===== config.mk =====
export PLATFORM = sky130hd
export DESIGN_NAME = hsm_ctrl
export DESIGN_NICKNAME = d
export VERILOG_FILES = /design/src/rtl/core/hsm_pkg.sv /design/src/rtl/core/hsm_ctrl.sv
export SDC_FILE = /design/constraint.sdc
export NUM_CORES = 1
export LEC_CHECK = 0
export BUFFER_PORTS_ARGS = -buffer_cell sky130_fd_sc_hd__buf_2
export CAP_MARGIN = 20
export CELL_PAD_IN_SITES_DETAIL_PLACEMENT = 1
export CELL_PAD_IN_SITES_GLOBAL_PLACEMENT = 1
export CORE_AREA = 2 2 39 41
export CTS_BUF_LIST = sky130_fd_sc_hd__clkbuf_8
export DETAILED_ROUTE_END_ITERATION = 16
export DIE_AREA = 0 0 41 43
export GPL_TIMING_DRIVEN = 0
export MAX_ROUTING_LAYER = met4
export PLACE_DENSITY = 0.37
export SYNTH_ARGS = -nofsm -noshare
export SYNTH_HDL_FRONTEND = slang
export SYNTH_SLANG_ARGS = --single-unit

===== constraint.sdc =====
create_clock -name clock -period 1.89 [get_ports clock]
set_clock_uncertainty 0.05 [all_clocks]
set_input_delay 0.189 -clock clock [delete_from_list [all_inputs] [get_ports clock]]
set_output_delay 0.189 -clock clock [all_outputs]
set_load 0.01 [all_outputs]

===== src/rtl/core/hsm_pkg.sv =====
// Shared constants, codes and controller/datapath interface types for the hash set core.
package hsm_pkg;

   localparam int BUCKETS  = 1024;
   localparam int WAYS     = 4;
   localparam int KEY_BITS = 20;

   // bucket = key mod BUCKETS; BUCKETS is a power of two no wider than the key
   localparam int BUCKET_BITS  = $clog2(BUCKETS);
   localparam int WAY_IDX_BITS = (WAYS > 1) ? $clog2(WAYS) : 1;
   localparam int SLOT_BITS    = KEY_BITS + 1;
   localparam int ROW_BITS     = WAYS * SLOT_BITS;

   localparam logic [1:0] MODE_ADD    = 2'd0;
   localparam logic [1:0] MODE_REMOVE = 2'd1;
   localparam logic [1:0] MODE_TEST   = 2'd2;

   localparam logic STATUS_DONE = 1'b0;
   localparam logic STATUS_FULL = 1'b1;

   typedef struct packed {
      logic clear_step;   // zero one bucket row, advance the sweep
      logic accept;       // capture request item, start bucket read
      logic commit;       // write bucket back, load result register
   } hsm_cmd_type;

   typedef struct packed {
      logic clear_last;   // sweep is at the last bucket row
   } hsm_sts_type;

endpackage


===== src/rtl/core/hsm_ctrl.sv =====
// Controller: table clear sweep, request/lookup sequencing and result valid.
module hsm_ctrl (
   input  logic                 clock,
   input  logic                 reset,
   input  logic                 req_valid,
   output logic                 req_ready,
   output logic                 rsp_valid,
   input  logic                 rsp_ready,
   output hsm_pkg::hsm_cmd_type cmd,
   input  hsm_pkg::hsm_sts_type sts
);
   import hsm_pkg::*;

   typedef enum logic [1:0] {
      ST_CLEAR,
      ST_IDLE,
      ST_LOOKUP
   } state_type;

   state_type state_ff, state_in;
   logic      rsp_valid_ff, rsp_valid_in;

   always_comb begin
      cmd.clear_step = (state_ff == ST_CLEAR);
      cmd.accept     = (state_ff == ST_IDLE) && req_valid;
      // result register is free, or its item leaves this cycle
      cmd.commit     = (state_ff == ST_LOOKUP) && (!rsp_valid_ff || rsp_ready);

      state_in = state_ff;
      case (state_ff)
         ST_CLEAR: begin
            if (sts.clear_last) begin
               state_in = ST_IDLE;
            end
         end
         ST_IDLE: begin
            if (req_valid) begin
               state_in = ST_LOOKUP;
            end
         end
         ST_LOOKUP: begin
            if (cmd.commit) begin
               state_in = ST_IDLE;
            end
         end
         default: begin
            state_in = ST_CLEAR;
         end
      endcase

      if (cmd.commit) begin
         rsp_valid_in = 1'b1;
      end else if (rsp_ready) begin
         rsp_valid_in = 1'b0;
      end else begin
         rsp_valid_in = rsp_valid_ff;
      end
   end

   always_ff @(posedge clock) begin
      if (reset) begin
         state_ff     <= ST_CLEAR;
         rsp_valid_ff <= 1'b0;
      end else begin
         state_ff     <= state_in;
         rsp_valid_ff <= rsp_valid_in;
      end
   end

   assign req_ready = (state_ff == ST_IDLE);
   assign rsp_valid = rsp_valid_ff;

endmodule


==> flow_results.org <==
** Global route
- Met3 Track Usage GR :: 0.04712
- Total global routing overflow :: 0
- The initial antenna violation count is 0.
- Wire length of the first global-routing pass :: 696 µm
- Number of global-route vias before repair :: 170
- Entering global routing, the biggest net connects 9 pins.
- GRT Util Overall :: 0.06687
- For this run, global-route usage on met1 was measured as 0.06752.
- Most utilized layer in the global route result :: met2
- For met2 alone, demand over resource in global routing was 0.08125.

** Worst hold path
- The worst hold path was traced through 2 stages.
- Path type of the worst min-delay path :: input pin to flop

** Drt
- Dividing the detail-routed via count by the number of cells gives 3.630.
- Once detail routing completed, the nets flagged for antenna violations numbered 0.
- Initial drt markers :: 3
- Dividing the detail-routed wire length by the instance count gives 8.696 µm.
- Number of optimization iterations in the first detailed-route pass :: 3
- DRC :: 0
- Across all layers, the routed design uses 167 vias.
- Wires add up to 400 µm.

** Timing
- Setup repair after global routing missed its margin :: false
- Number of setup violations in the final report :: 0
- Worst hold margin :: 0.1253 ns
- Share of the clock period used by the worst path after layout :: 0.7626
- FMAX :: 0.6938 GHz
- Final Hold Violating Endpoints :: 0
- Final Critical Period :: 1.441 ns
- For the final routed database, the setup TNS stands at 0 ns.
- Slew Limit Headroom :: 0.8080
- For the pin with the worst max-slew slack, the measured transition is 0.2843 ns.
- Count of final max-slew check failures :: 0

** Synthesis
- FF+latch count, synth :: 3
- Per-instance average area after synthesis :: 9.715 µm²
- The synthesized netlist occupies a cell area of 165.2 µm².
- Number of instances in the synthesized netlist :: 17
- After synthesis, the netlist uses 14 different library cells.
- Post-synth net total :: 22
- Of the synthesized area, sequential elements account for 0.3636.
- Yosys printed 0 warnings.

** Die
- 10 I/O pins were placed.
- Cell Rows :: 14
- The core region is 1384 µm².
- Height of the die :: 43 µm
- The initial utilization of the core area, before any placement, comes to 0.1193.
- Overall die area :: 1763 µm²
- Measured along the x axis, the die boundary spans 41 µm.

** Cells and area
- Non-Filler Instances :: 46
- Share of post-route cells with drive strength above 1 :: 0.5000
- Final layout net count :: 36
- From synthesis to final layout, the design area changed by 66.67%.
- The number of antenna diodes in the final layout is 0.
- Leaving out fill and tap cells, the most frequent cell in the layout is sky130_fd_sc_hd__buf_2.
- Commonest cells after routing, fill and taps aside :: 9 x sky130_fd_sc_hd__buf_2, 3 x sky130_fd_sc_hd__clkbuf_8, 3 x sky130_fd_sc_hd__dfxtp_1, 2 x sky130_fd_sc_hd__nor2_1

** Clock tree
- Number of H-tree levels :: 1
- CTS Buf Count :: 3
- Quantity of hold-fixing buffers added after cts :: 0
- Clock tree from TritonCTS :: done
- Total number of clock tree sinks :: 3
- Clock slew at reported path FFs :: 0.03 ns
- In this run the post-CTS setup repair buffer count came out at 0.
- Number of instances resized during post-cts repair :: 0
- CTS Root Cell :: sky130_fd_sc_hd__clkbuf_8
- Counting along the longest clock path gives a buffer depth of 2.
- Source-to-sink clock delay at the later pin of the worst-skew pair :: 0.21 ns

** Outcome
- The run finished with clean final reports.

** Critical path
- Critical path arrival :: 1.20 ns
- STA classifies the critical path endpoint as an output port.
- Data on the critical path is required at its endpoint by 1.65 ns.
- Across all register-to-register paths, the minimum setup slack is 0.78 ns.
- Tracing the worst setup path back leads to its startpoint at state_ff[1].
- The worst register-to-register path begins at state_ff[1].
- Cell count of the worst reg-to-reg path :: 2
- Type of origin of the critical path :: flop
- Worst Path Max Fanout :: 8
- The setup path with the least slack is of type flop to output port.
- End point of the critical path :: cmd[0]
- R2r endpoint :: state_ff[0]

** Placement
- Total instance count after detailed placement :: 42
- Buffers placed on the I/O ports in this run total 9.
- Global placer's final weighted congestion :: 0.6684

** Power and ir drop
- Across the VDD grid, the largest voltage drop is 0.0003081 V.
- The design draws 0.2786 mW.
- For this design the static power due to leakage is 0.1334 nW.
- Ratio of total power to cell area :: 1012 nW/µm²

** Run
- Total of max-cap violations :: 0
critical path: stages, from the launching register on:
cell and delay, ns:
sky130_fd_sc_hd__dfxtp_1 0.41, sky130_fd_sc_hd__or2b_1 0.26, sky130_fd_sc_hd__nor2b_1 0.11, sky130_fd_sc_hd__buf_4 0.10, sky130_fd_sc_hd__buf_2 0.11
report_power, final:
group	leakage (nW)	internal (mW)	switching, mW
Clock	0.0269	0.138	0.0399
Combinational	0.0819	0.0161	0.0122
Sequential	0.0246	0.0674	0.00493
per-stage QoR:
| stage | utilization | setup slack, ns | instance area, µm² |
|---|---|---|---|
| floorplan | - | 0.8195 | 165.2 |
| global placement | 0.1664 | 0.6510 | 230.2 |
| detailed placement | 0.1664 | 0.6561 | 230.2 |
| CTS | 0.1989 | 0.4247 | 275.3 |
| global route | 0.1989 | 0.3421 | 275.3 |
| finish | 0.1989 | 0.4488 | 275.3 |
cell families after synthesis:
group	Yosys count	synth area share
AND/OR/NAND/NOR	10	0.4471
buffers and inverters	1	0.04547
AO/OA/AOI/OAI	3	0.1439
flip-flops	3	0.3637
final cells by class:
type | count | area [µm²]
Buffer | 1 | 7.507
Clock buffer | 3 | 41.29
Clock inverter | 1 | 3.754
Fill cell | 162 | 1109
Multi-Input combinational cell | 13 | 97.59
Sequential cell | 3 | 60.06
Tap cell | 16 | 20.02
Timing Repair Buffer | 9 | 45.04
how the worst min path moves through the flow:
stage                      from        end  slack (ns)
after floorplan           reset  rsp_valid        0.21
after global placement    reset  rsp_valid        0.35
after detailed placement  reset  rsp_valid        0.35
after CTS                 reset  rsp_valid        0.13
after global routing      reset  rsp_valid        0.14
final                     reset  rsp_valid        0.13
state kept, by name, summed over array words and instances (netlist names):
signal     flops
state_ff       2
rsp_valid      1
cells in the mapped netlist:
library cell / instances / area [µm²]
sky130_fd_sc_hd__dfxtp_1: 3 / 60.06
sky130_fd_sc_hd__nor2_1: 2 / 7.510
sky130_fd_sc_hd__a21oi_1: 1 / 5.000
sky130_fd_sc_hd__and2b_1: 1 / 7.510
sky130_fd_sc_hd__and3b_1: 1 / 8.760
sky130_fd_sc_hd__and3b_2: 1 / 10.01
sky130_fd_sc_hd__buf_4: 1 / 7.510
sky130_fd_sc_hd__nand2b_1: 1 / 6.260
sky130_fd_sc_hd__nor2b_1: 1 / 6.260
sky130_fd_sc_hd__nor4bb_1: 1 / 10.01
sky130_fd_sc_hd__o21ba_2: 1 / 10.01
sky130_fd_sc_hd__o41ai_1: 1 / 8.760
sky130_fd_sc_hd__or2b_1: 1 / 7.510
sky130_fd_sc_hd__or4b_1: 1 / 10.01
layer usage:
metal | up-vias | share of wire
li1 | 86 | -
met1 | 76 | 0.38
met2 | 5 | 0.55
met3 | 0 | 0.073
met4 | 0 | 0
met5 | - | 0
(Power assumes the default switching activity.)
